===== src/hdl/bsm_pkg.sv =====
// ----------------------------------------------------------------------------
// bsm_pkg
// shared types and codes for the bank switch mapper
// ----------------------------------------------------------------------------
package bsm_pkg;

    localparam int NUM_BANK_REGS = 8;
    localparam int BANK_IDX_W    = $clog2(NUM_BANK_REGS);
    localparam int NUM_CHR_SLOTS = 8;

    localparam int ADDR_W = 16;
    localparam int DATA_W = 8;
    localparam int PHYS_W = 19;
    localparam int PRG_W  = 6;

    typedef enum logic [2:0] {
        ACT_CPU_READ  = 3'd0,
        ACT_CPU_WRITE = 3'd1,
        ACT_PPU_READ  = 3'd2,
        ACT_PPU_WRITE = 3'd3,
        ACT_SCANLINE  = 3'd4
    } action_t;

    typedef enum logic [1:0] {
        TGT_NONE    = 2'd0,
        TGT_PRG_RAM = 2'd1,
        TGT_PRG_ROM = 2'd2,
        TGT_CHR_ROM = 2'd3
    } target_t;

    // register decode
    localparam logic [ADDR_W-1:0] REG_ADDR_MASK   = 16'hE001;
    localparam logic [ADDR_W-1:0] REG_BANK_SELECT = 16'h8000;
    localparam logic [ADDR_W-1:0] REG_BANK_DATA   = 16'h8001;
    localparam logic [ADDR_W-1:0] REG_MIRROR      = 16'hA000;
    localparam logic [ADDR_W-1:0] REG_IRQ_LATCH   = 16'hC000;
    localparam logic [ADDR_W-1:0] REG_IRQ_RELOAD  = 16'hC001;
    localparam logic [ADDR_W-1:0] REG_IRQ_DISABLE = 16'hE000;
    localparam logic [ADDR_W-1:0] REG_IRQ_ENABLE  = 16'hE001;

    localparam logic [ADDR_W-1:0] PRG_RAM_BASE = 16'h6000;
    localparam logic [ADDR_W-1:0] PRG_ROM_BASE = 16'h8000;
    localparam logic [ADDR_W-1:0] CHR_TOP      = 16'h1FFF;
    localparam logic [DATA_W-1:0] CHR_PAIR_MASK = 8'hFE;
    localparam logic [PRG_W-1:0]  FIXED_OFS_LO = 6'h3E;
    localparam logic [PRG_W-1:0]  FIXED_OFS_HI = 6'h3F;

    typedef struct packed {
        logic [2:0]        action;
        logic [ADDR_W-1:0] addr;
        logic [DATA_W-1:0] data;
    } item_t;

    typedef struct packed {
        logic [NUM_CHR_SLOTS-1:0][DATA_W-1:0] chr_slot_map;
        logic [PRG_W-1:0]                     prg_first;
        logic [PRG_W-1:0]                     prg_second;
        logic                                 prg_mode;
    } map_state_t;

endpackage


===== src/hdl/bsm_ctrl.sv =====
// ----------------------------------------------------------------------------
// bsm_ctrl
// mapper register file: bank select and data, slot maps, mirroring, irq counter
// ----------------------------------------------------------------------------
module bsm_ctrl (
    input  logic                clk,
    input  logic                rst_n,
    input  logic                step,
    input  bsm_pkg::item_t      item,
    output bsm_pkg::map_state_t map_state,
    output logic                irq_fire,
    output logic                mirror_next
);
    import bsm_pkg::*;

    logic [NUM_BANK_REGS-1:0][DATA_W-1:0] bank_regs_reg, bank_regs_next;
    logic [BANK_IDX_W-1:0]                reg_index_reg, reg_index_next;
    logic                                 prg_pend_reg, prg_pend_next;
    logic                                 chr_pend_reg, chr_pend_next;
    map_state_t                           map_reg, map_next;
    logic [DATA_W-1:0]                    irq_reload_reg, irq_reload_next;
    logic [DATA_W-1:0]                    irq_count_reg, irq_count_next;
    logic                                 irq_on_reg, irq_on_next;
    logic                                 mirror_reg;

    logic [DATA_W-1:0] pa;
    logic [DATA_W-1:0] pb;
    logic              is_reg_write;
    logic              is_tick;

    assign is_reg_write = (item.action == ACT_CPU_WRITE) && (item.addr >= PRG_ROM_BASE);
    assign is_tick      = (item.action == ACT_SCANLINE);

    always_comb
    begin
        bank_regs_next  = bank_regs_reg;
        reg_index_next  = reg_index_reg;
        prg_pend_next   = prg_pend_reg;
        chr_pend_next   = chr_pend_reg;
        map_next        = map_reg;
        irq_reload_next = irq_reload_reg;
        irq_count_next  = irq_count_reg;
        irq_on_next     = irq_on_reg;
        mirror_next     = mirror_reg;
        irq_fire        = 1'b0;
        pa              = '0;
        pb              = '0;

        if (is_reg_write)
        begin
            case (item.addr & REG_ADDR_MASK)
                REG_BANK_SELECT:
                begin
                    reg_index_next = item.data[BANK_IDX_W-1:0];
                    prg_pend_next  = item.data[6];
                    chr_pend_next  = item.data[7];
                end
                REG_BANK_DATA:
                begin
                    bank_regs_next[reg_index_reg] = item.data;
                    pa = bank_regs_next[0] & CHR_PAIR_MASK;
                    pb = bank_regs_next[1] & CHR_PAIR_MASK;
                    if (chr_pend_reg)
                    begin
                        map_next.chr_slot_map[4] = pa;
                        map_next.chr_slot_map[5] = pa + 8'd1;
                        map_next.chr_slot_map[6] = pb;
                        map_next.chr_slot_map[7] = pb + 8'd1;
                        for (int i = 0; i < 4; i++)
                            map_next.chr_slot_map[i] = bank_regs_next[2 + i];
                    end
                    else
                    begin
                        map_next.chr_slot_map[0] = pa;
                        map_next.chr_slot_map[1] = pa + 8'd1;
                        map_next.chr_slot_map[2] = pb;
                        map_next.chr_slot_map[3] = pb + 8'd1;
                        for (int i = 0; i < 4; i++)
                            map_next.chr_slot_map[4 + i] = bank_regs_next[2 + i];
                    end
                    map_next.prg_first  = bank_regs_next[6][PRG_W-1:0];
                    map_next.prg_second = bank_regs_next[7][PRG_W-1:0];
                    map_next.prg_mode   = prg_pend_reg;
                end
                REG_MIRROR:      mirror_next     = item.data[0];
                REG_IRQ_LATCH:   irq_reload_next = item.data - 8'd1;
                REG_IRQ_RELOAD:  irq_count_next  = '0;
                REG_IRQ_DISABLE: irq_on_next     = 1'b0;
                REG_IRQ_ENABLE:  irq_on_next     = 1'b1;
                default:         ;
            endcase
        end
        else if (is_tick)
        begin
            if (irq_count_reg == '0)
                irq_count_next = irq_reload_reg;
            else
            begin
                irq_count_next = irq_count_reg - 8'd1;
                irq_fire       = (irq_count_reg == 8'd1) && irq_on_reg;
            end
        end
    end

    always_ff @(posedge clk or negedge rst_n)
    begin
        if (!rst_n)
        begin
            bank_regs_reg  <= '0;
            reg_index_reg  <= '0;
            prg_pend_reg   <= 1'b0;
            chr_pend_reg   <= 1'b0;
            map_reg        <= '0;
            irq_reload_reg <= '0;
            irq_count_reg  <= '0;
            irq_on_reg     <= 1'b0;
            mirror_reg     <= 1'b0;
        end
        else if (step)
        begin
            bank_regs_reg  <= bank_regs_next;
            reg_index_reg  <= reg_index_next;
            prg_pend_reg   <= prg_pend_next;
            chr_pend_reg   <= chr_pend_next;
            map_reg        <= map_next;
            irq_reload_reg <= irq_reload_next;
            irq_count_reg  <= irq_count_next;
            irq_on_reg     <= irq_on_next;
            mirror_reg     <= mirror_next;
        end
    end

    assign map_state = map_reg;

endmodule


===== src/hdl/bsm_xlate.sv =====
// ----------------------------------------------------------------------------
// bsm_xlate
// address translation of cpu and ppu accesses through the current slot maps
// ----------------------------------------------------------------------------
module bsm_xlate (
    input  bsm_pkg::item_t      item,
    input  bsm_pkg::map_state_t map_state,
    input  logic [5:0]          prg_banks_16k,
    output logic                claimed,
    output bsm_pkg::target_t    target,
    output logic [18:0]         phys_addr
);
    import bsm_pkg::*;

    logic [PRG_W-1:0] fixed_lo;
    logic [PRG_W-1:0] fixed_hi;
    logic [PRG_W-1:0] prg_bank;
    logic [DATA_W-1:0] chr_bank;

    // 2N-2 and 2N-1, modulo 64
    assign fixed_lo = {prg_banks_16k[PRG_W-2:0], 1'b0} + FIXED_OFS_LO;
    assign fixed_hi = {prg_banks_16k[PRG_W-2:0], 1'b0} + FIXED_OFS_HI;

    always_comb
    begin
        case (item.addr[14:13])
            2'd0:    prg_bank = map_state.prg_mode ? fixed_lo : map_state.prg_first;
            2'd1:    prg_bank = map_state.prg_second;
            2'd2:    prg_bank = map_state.prg_mode ? map_state.prg_first : fixed_lo;
            default: prg_bank = fixed_hi;
        endcase
    end

    assign chr_bank = map_state.chr_slot_map[item.addr[12:10]];

    always_comb
    begin
        claimed   = 1'b0;
        target    = TGT_NONE;
        phys_addr = '0;
        case (item.action)
            ACT_CPU_READ:
            begin
                if (item.addr >= PRG_ROM_BASE)
                begin
                    claimed   = 1'b1;
                    target    = TGT_PRG_ROM;
                    phys_addr = {prg_bank, item.addr[12:0]};
                end
                else if (item.addr >= PRG_RAM_BASE)
                begin
                    claimed   = 1'b1;
                    target    = TGT_PRG_RAM;
                    phys_addr = {6'd0, item.addr[12:0]};
                end
            end
            ACT_CPU_WRITE:
            begin
                if (item.addr < PRG_ROM_BASE && item.addr >= PRG_RAM_BASE)
                begin
                    claimed   = 1'b1;
                    target    = TGT_PRG_RAM;
                    phys_addr = {6'd0, item.addr[12:0]};
                end
            end
            ACT_PPU_READ:
            begin
                if (item.addr <= CHR_TOP)
                begin
                    claimed   = 1'b1;
                    target    = TGT_CHR_ROM;
                    phys_addr = {1'b0, chr_bank, item.addr[9:0]};
                end
            end
            default: ;
        endcase
    end

endmodule


===== src/hdl/bank_switch_mapper_scanline_irq.sv =====
// ----------------------------------------------------------------------------
// bank_switch_mapper_scanline_irq
// bank switching cartridge mapper with scanline irq counter
// ----------------------------------------------------------------------------
// One bus access or scanline tick per beat, one result beat per input beat,
// in order. The block takes a new beat every cycle while the result side
// keeps up; a beat is held in the input register, then translated, and it
// updates the mapper registers on its way into the result register.
// Throughput is set by the single result register: when out_ready is low
// the input register fills and in_ready drops. The bank count on the
// configuration port is taken every cycle (cfg_ready is always high) and
// is read live by translation.
module bank_switch_mapper_scanline_irq (
    input  logic        clk,
    input  logic        rst_n,
    input  logic        in_valid,
    output logic        in_ready,
    input  logic [2:0]  action,
    input  logic [15:0] addr,
    input  logic [7:0]  data,
    output logic        out_valid,
    input  logic        out_ready,
    output logic        claimed,
    output logic [1:0]  target,
    output logic [18:0] phys_addr,
    output logic        irq_pulse,
    output logic        mirror_horizontal,
    input  logic        cfg_valid,
    output logic        cfg_ready,
    input  logic [5:0]  cfg_data
);
    import bsm_pkg::*;

    logic       in_valid_reg;
    item_t      item_reg;
    logic       out_valid_reg;
    logic [5:0] prg_banks_reg;
    logic       advance;

    map_state_t map_state;
    logic       irq_fire;
    logic       mirror_next;
    logic       x_claimed;
    target_t    x_target;
    logic [18:0] x_phys;

    logic        claimed_reg;
    logic [1:0]  target_reg;
    logic [18:0] phys_reg;
    logic        pulse_reg;
    logic        mirror_reg;

    assign advance   = in_valid_reg && (!out_valid_reg || out_ready);
    assign in_ready  = !in_valid_reg || advance;
    assign cfg_ready = 1'b1;

    always_ff @(posedge clk or negedge rst_n)
    begin
        if (!rst_n)
            prg_banks_reg <= 6'd2;
        else if (cfg_valid)
            prg_banks_reg <= cfg_data;
    end

    always_ff @(posedge clk or negedge rst_n)
    begin
        if (!rst_n)
            in_valid_reg <= 1'b0;
        else if (in_ready)
            in_valid_reg <= in_valid;
    end

    always_ff @(posedge clk)
    begin
        if (in_ready && in_valid)
        begin
            item_reg.action <= action;
            item_reg.addr   <= addr;
            item_reg.data   <= data;
        end
    end

    bsm_ctrl u_ctrl (
        .clk         (clk),
        .rst_n       (rst_n),
        .step        (advance),
        .item        (item_reg),
        .map_state   (map_state),
        .irq_fire    (irq_fire),
        .mirror_next (mirror_next)
    );

    bsm_xlate u_xlate (
        .item          (item_reg),
        .map_state     (map_state),
        .prg_banks_16k (prg_banks_reg),
        .claimed       (x_claimed),
        .target        (x_target),
        .phys_addr     (x_phys)
    );

    always_ff @(posedge clk or negedge rst_n)
    begin
        if (!rst_n)
            out_valid_reg <= 1'b0;
        else if (advance)
            out_valid_reg <= 1'b1;
        else if (out_ready)
            out_valid_reg <= 1'b0;
    end

    always_ff @(posedge clk)
    begin
        if (advance)
        begin
            claimed_reg <= x_claimed;
            target_reg  <= x_target;
            phys_reg    <= x_phys;
            pulse_reg   <= irq_fire;
            mirror_reg  <= mirror_next;
        end
    end

    assign out_valid         = out_valid_reg;
    assign claimed           = claimed_reg;
    assign target            = target_reg;
    assign phys_addr         = phys_reg;
    assign irq_pulse         = pulse_reg;
    assign mirror_horizontal = mirror_reg;

`ifndef NO_ASSERTIONS
    a_claim_target: assert property (@(posedge clk) disable iff (!rst_n)
        out_valid |-> (claimed == (target != TGT_NONE)))
        else $error("claimed disagrees with target");

    a_unclaimed_zero: assert property (@(posedge clk) disable iff (!rst_n)
        (out_valid && !claimed) |-> (phys_addr == '0))
        else $error("unclaimed beat carries an address");

    a_pulse_unclaimed: assert property (@(posedge clk) disable iff (!rst_n)
        (out_valid && irq_pulse) |-> (target == TGT_NONE))
        else $error("irq pulse on a bus access");

    a_stall_blocks: assert property (@(posedge clk) disable iff (!rst_n)
        (out_valid && !out_ready && in_valid_reg) |-> !in_ready)
        else $error("input taken with both stages full");

    a_drain: assert property (@(posedge clk) disable iff (!rst_n)
        (out_valid && !out_ready && !advance) |=> out_valid)
        else $error("result beat dropped");
`endif

endmodule


===== config.mk =====
export PLATFORM = sky130hd
export DESIGN_NAME = bank_switch_mapper_scanline_irq
export DESIGN_NICKNAME = d
export VERILOG_FILES = /design/src/hdl/bsm_pkg.sv /design/src/hdl/bsm_ctrl.sv /design/src/hdl/bsm_xlate.sv /design/src/hdl/bank_switch_mapper_scanline_irq.sv
export SDC_FILE = /design/constraint.sdc
export NUM_CORES = 1
export LEC_CHECK = 0
export BUFFER_PORTS_ARGS = -buffer_cell sky130_fd_sc_hd__buf_2
export CORE_ASPECT_RATIO = 2
export CORE_UTILIZATION = 45
export CTS_CLUSTER_DIAMETER = 150
export CTS_CLUSTER_SIZE = 16
export DETAILED_ROUTE_END_ITERATION = 7
export GPL_TIMING_DRIVEN = 0
export PLACE_DENSITY = 0.71
export SLEW_MARGIN = 20
export SYNTH_ARGS = -nofsm -noshare
export SYNTH_HDL_FRONTEND = slang
export SYNTH_SLANG_ARGS = --single-unit

===== constraint.sdc =====
create_clock -name clk -period 2.56 [get_ports clk]
set_input_delay 0.256 -clock clk [delete_from_list [all_inputs] [get_ports clk]]
set_output_delay 0.256 -clock clk [all_outputs]
set_load 0.02 [all_outputs]

==> flow_metrics.env <==
export IMPL_status="completed"
export IMPL_yosysSeqAreaShare_pct=54.5
export IMPL_drv_cap=0
export IMPL_hold_violations=0
export IMPL_die_area_mm2=0.0225
export IMPL_fin_worst_skew_ns=0.00799
export IMPL_pwr_share_clk_pct=33.8
export IMPL_totalWireLength_um=27900
export IMPL_die_h_um=211
export IMPL_r2r_start="out_valid$_DFFE_PN0P_"
export IMPL_largest_reg_flops=75
export IMPL_peakVddDrop_mv=0.571
export IMPL_clk_root_buffer_cell="clkbuf_16"
export IMPL_worstHoldEndpoint="prg_banks_reg[4]$_DFFE_PN0P_"
export IMPL_max_freq_mhz=424
export IMPL_worstReg2RegEnd="u_ctrl.bank_regs_reg[45]$_DFFE_PN0P_"
export IMPL_async_flop_share_pct=75.0
export IMPL_seq_area_mm2=0.00536
export IMPL_tightest_slew_ns=0.900
export IMPL_clkSlewWorstSetupHoldPaths_ns=0.08
export IMPL_fin_util_pct=52.7
export IMPL_power_switching_uw=1920
export IMPL_drtIter0Drc=617
export IMPL_arrival_ns=2.72
export IMPL_fp_dieW_um=107
export IMPL_hold_path_startpoint="cfg_data[4]"
export IMPL_placementRows=76
export IMPL_diodes=0
export IMPL_drc=0
export IMPL_syn_num_nets=893
export IMPL_nFillCells=1890
export IMPL_required_ns=2.92
export IMPL_power_density_mw_per_mm2=634
export IMPL_internal_power_uw=5260
export IMPL_start_kind="register"
export IMPL_port_buffers=61
export IMPL_max_stage_delay_ns=0.39
export IMPL_place_congestion=0.933
export IMPL_grt_max_degree=97
export IMPL_numCtsBuffers=16
export IMPL_hold_path_class="in2reg"
export IMPL_synthCells=850
export IMPL_hold_ws_ns=0.0136
export IMPL_final_setup_viol_count=0
export IMPL_switching_share_pct=26.7
export IMPL_power_frac_seq_pct=51.5
export IMPL_fin_nets=1005
export IMPL_yosys_warnings=0
export IMPL_ios=65
export IMPL_tns_ns=0
export IMPL_tritoncts="yes"
export IMPL_synth_ff_type="dfrtp_1"
export IMPL_antenna_found_initial=0
export IMPL_post_cts_buffers=0
export IMPL_crit_type="reg2reg"
export IMPL_htreeDepth=1
export IMPL_reg2reg_depth=6
export IMPL_drt_pass1_iterations=5
export IMPL_cts_buffer_depth=3
export IMPL_final_max_slew_viol_count=0
export IMPL_period_needed_ns=2.36
export IMPL_initial_core_util_pct=45.8
export IMPL_cts_sinks=204
export IMPL_via_per_inst=6.01
export IMPL_combPwrFrac_pct=14.7
export IMPL_slowest_stage="clkbuf_1"
export IMPL_path_max_fanout=10
export IMPL_track_usage_pct=25.6
export IMPL_synth_area_mm2=0.00983
export IMPL_vias=7442
export IMPL_crit_chain="nand2b_1, clkbuf_1, nand4_2, buf_2, nor2_4, mux2_2"
export IMPL_max_slew_margin_pct=39.7
export IMPL_dp_hpwl_um=20500
export IMPL_area_growth_pct=15.2
export IMPL_rsz0062_at_grt="no"
export IMPL_multi_input_area_mm2=0.00410
export IMPL_drive_gt1_share_pct=21.7
export IMPL_synth_edf_count=51
export IMPL_ys_ff_latch=204
export IMPL_regToRegSetupSlack_ns=0.20
export IMPL_overflow=0
export IMPL_postRouteAntennaNets=0
export IMPL_synth_cell_types=76
export IMPL_fp_coreArea_mm2=0.0215
export IMPL_min_path_cells=2
export IMPL_post_route_period_util_pct=92.1
export IMPL_first_global_vias=7690
export IMPL_p_leak_uw=0.00483
export IMPL_wl_per_cell_um=22.5
export IMPL_syn_avg_cell_area_um2=11.6
export IMPL_cp_end_kind="register"
export IMPL_grt_pass1_wl_um=43600
export IMPL_worstSkewPairLatency_ns=0.48
[cell type report]
| type | instances | share of cell area, % |
|---|---|---|
| Tap cell | 273 | 3.02 |
| Clock inverter | 1 | 0.265 |
| Sequential cell | 204 | 47.3 |
| Multi-Input combinational cell | 556 | 36.2 |
| Buffer | 68 | 2.60 |
| Clock buffer | 21 | 3.89 |
| Timing Repair inverter | 1 | 0.0442 |
| Timing Repair Buffer | 94 | 5.90 |
| Inverter | 21 | 0.729 |
[power groups by stage]
stage | sequential (uW) | combinational, uW | clock (uW)
CTS | 3690 | 1050 | 2450
floorplan | 3750 | 627 | 0
global placement | 3740 | 973 | 0
detailed placement | 3750 | 1000 | 0
finish | 3700 | 1050 | 2430
global route | 3720 | 1150 | 2560
[cell usage after synthesis, types with 6 or more instances]
master / count / area share [%]
a22oi_1: 16 / 1.2
xor2_1: 7 / 0.62
a21oi_1: 48 / 2.4
buf_1: 6 / 0.23
buf_2: 16 / 0.81
mux4_2: 16 / 3.7
mux2i_1: 17 / 1.7
nor3b_1: 7 / 0.53
clkbuf_1: 42 / 1.6
inv_1: 19 / 0.73
o21ai_1: 22 / 1.1
mux2_1: 6 / 0.69
mux2_2: 64 / 7.3
dfrtp_1: 152 / 39
nand2b_1: 8 / 0.51
edfxtp_1: 51 / 16
o22ai_1: 26 / 1.7
and2_1: 14 / 0.89
nor3_1: 11 / 0.56
o32ai_1: 9 / 0.80
a222oi_1: 14 / 1.4
nand2_1: 62 / 2.4
nor2_1: 39 / 1.5
o21ai_0: 62 / 3.2
[metal layers]
layer	GRT usage [%]	up-vias	part of all wire, %
met4	18.0	0	7.5
met5	0	-	0
li1	-	3387	-
met3	2.31	117	3.3
met2	49.2	250	56
met1	25.1	3688	33
[cell usage in the layout, fill, tap and decap left out, types with 6 or more instances in the layout]
master / netlist / layout
dlygate4sd3_1: 0 / 31
mux2i_1: 17 / 17
nor3_1: 11 / 11
nor2_1: 39 / 39
xor2_1: 7 / 7
mux2_1: 6 / 6
o32ai_1: 9 / 9
o21ai_0: 62 / 61
o22ai_1: 26 / 26
nand2b_1: 8 / 8
a22oi_1: 16 / 16
mux2_2: 64 / 64
dfrtp_1: 152 / 152
clkbuf_1: 42 / 44
buf_1: 6 / 7
clkbuf_16: 0 / 17
o21ai_1: 22 / 23
a222oi_1: 14 / 14
nand2_1: 62 / 62
nor3b_1: 7 / 7
edfxtp_1: 51 / 51
and2_1: 14 / 14
buf_2: 16 / 76
mux4_2: 16 / 16
inv_1: 19 / 18
a21oi_1: 48 / 48
[critical path, delay by kind of cell, from the launching register on]
family	cells	cell delay (ns)
buffers and inverters	2	0.70
flip-flops	1	0.38
multiplexers	1	0.38
AND/OR/NAND/NOR	3	0.76
[how the worst max path moves through the flow]
stage / slack (ns) / to / depth (start not counted) / from
after floorplan: 0.38 / u_ctrl.irq_count_reg[6]$_DFFE_PN0P_ / 6 / out_valid$_DFFE_PN0P_
final: 0.20 / u_ctrl.bank_regs_reg[45]$_DFFE_PN0P_ / 6 / out_valid$_DFFE_PN0P_
after global placement: -1.05 / u_ctrl.map_state[61]$_DFFE_PN0P_ / 1 / rst_n
after global routing: 0.04 / u_ctrl.irq_count_reg[4]$_DFFE_PN0P_ / 5 / item_reg[26]$_DFFE_PP_
after CTS: 0.11 / u_ctrl.irq_count_reg[7]$_DFFE_PN0P_ / 6 / out_valid$_DFFE_PN0P_
after detailed placement: -0.33 / u_ctrl.irq_count_reg[7]$_DFFE_PN0P_ / 6 / out_valid$_DFFE_PN0P_
[metrics by stage]
| step | area [um2] | power [uW] | instances | setup WS (ns) |
|---|---|---|---|---|
| 3_3_place_gp | 10500 | 4720 | 1184 | -1.05 |
| 3_5_place_dp | 10500 | 4760 | 1186 | -0.328 |
| 6_report | 11300 | 7180 | 1239 | 0.201 |
| 4_1_cts | 11300 | 7190 | 1239 | 0.107 |
| 5_1_grt | 11300 | 7430 | 1239 | 0.0401 |
| 2_1_floorplan | 9830 | 4380 | 850 | 0.379 |
[timing repair]
action	in CTS	in global routing
cloned	0	1
gates resized for setup	1	2
endpoints found under the setup margin	3	6
endpoints found under the hold margin	86	0
hold buffers	31	0
[cells by family after synthesis]
| family | synth area share [%] |
|---|---|
| multiplexers | 14.0 |
| flip-flops | 54.5 |
| other | 0.0381 |
| buffers and inverters | 3.83 |
| AND/OR/NAND/NOR | 11.2 |
| AO/OA/AOI/OAI | 14.7 |
| adder cells (fa/ha/maj) | 0.636 |
| XOR/XNOR | 0.980 |
Power figures use the tool's default switching activity.
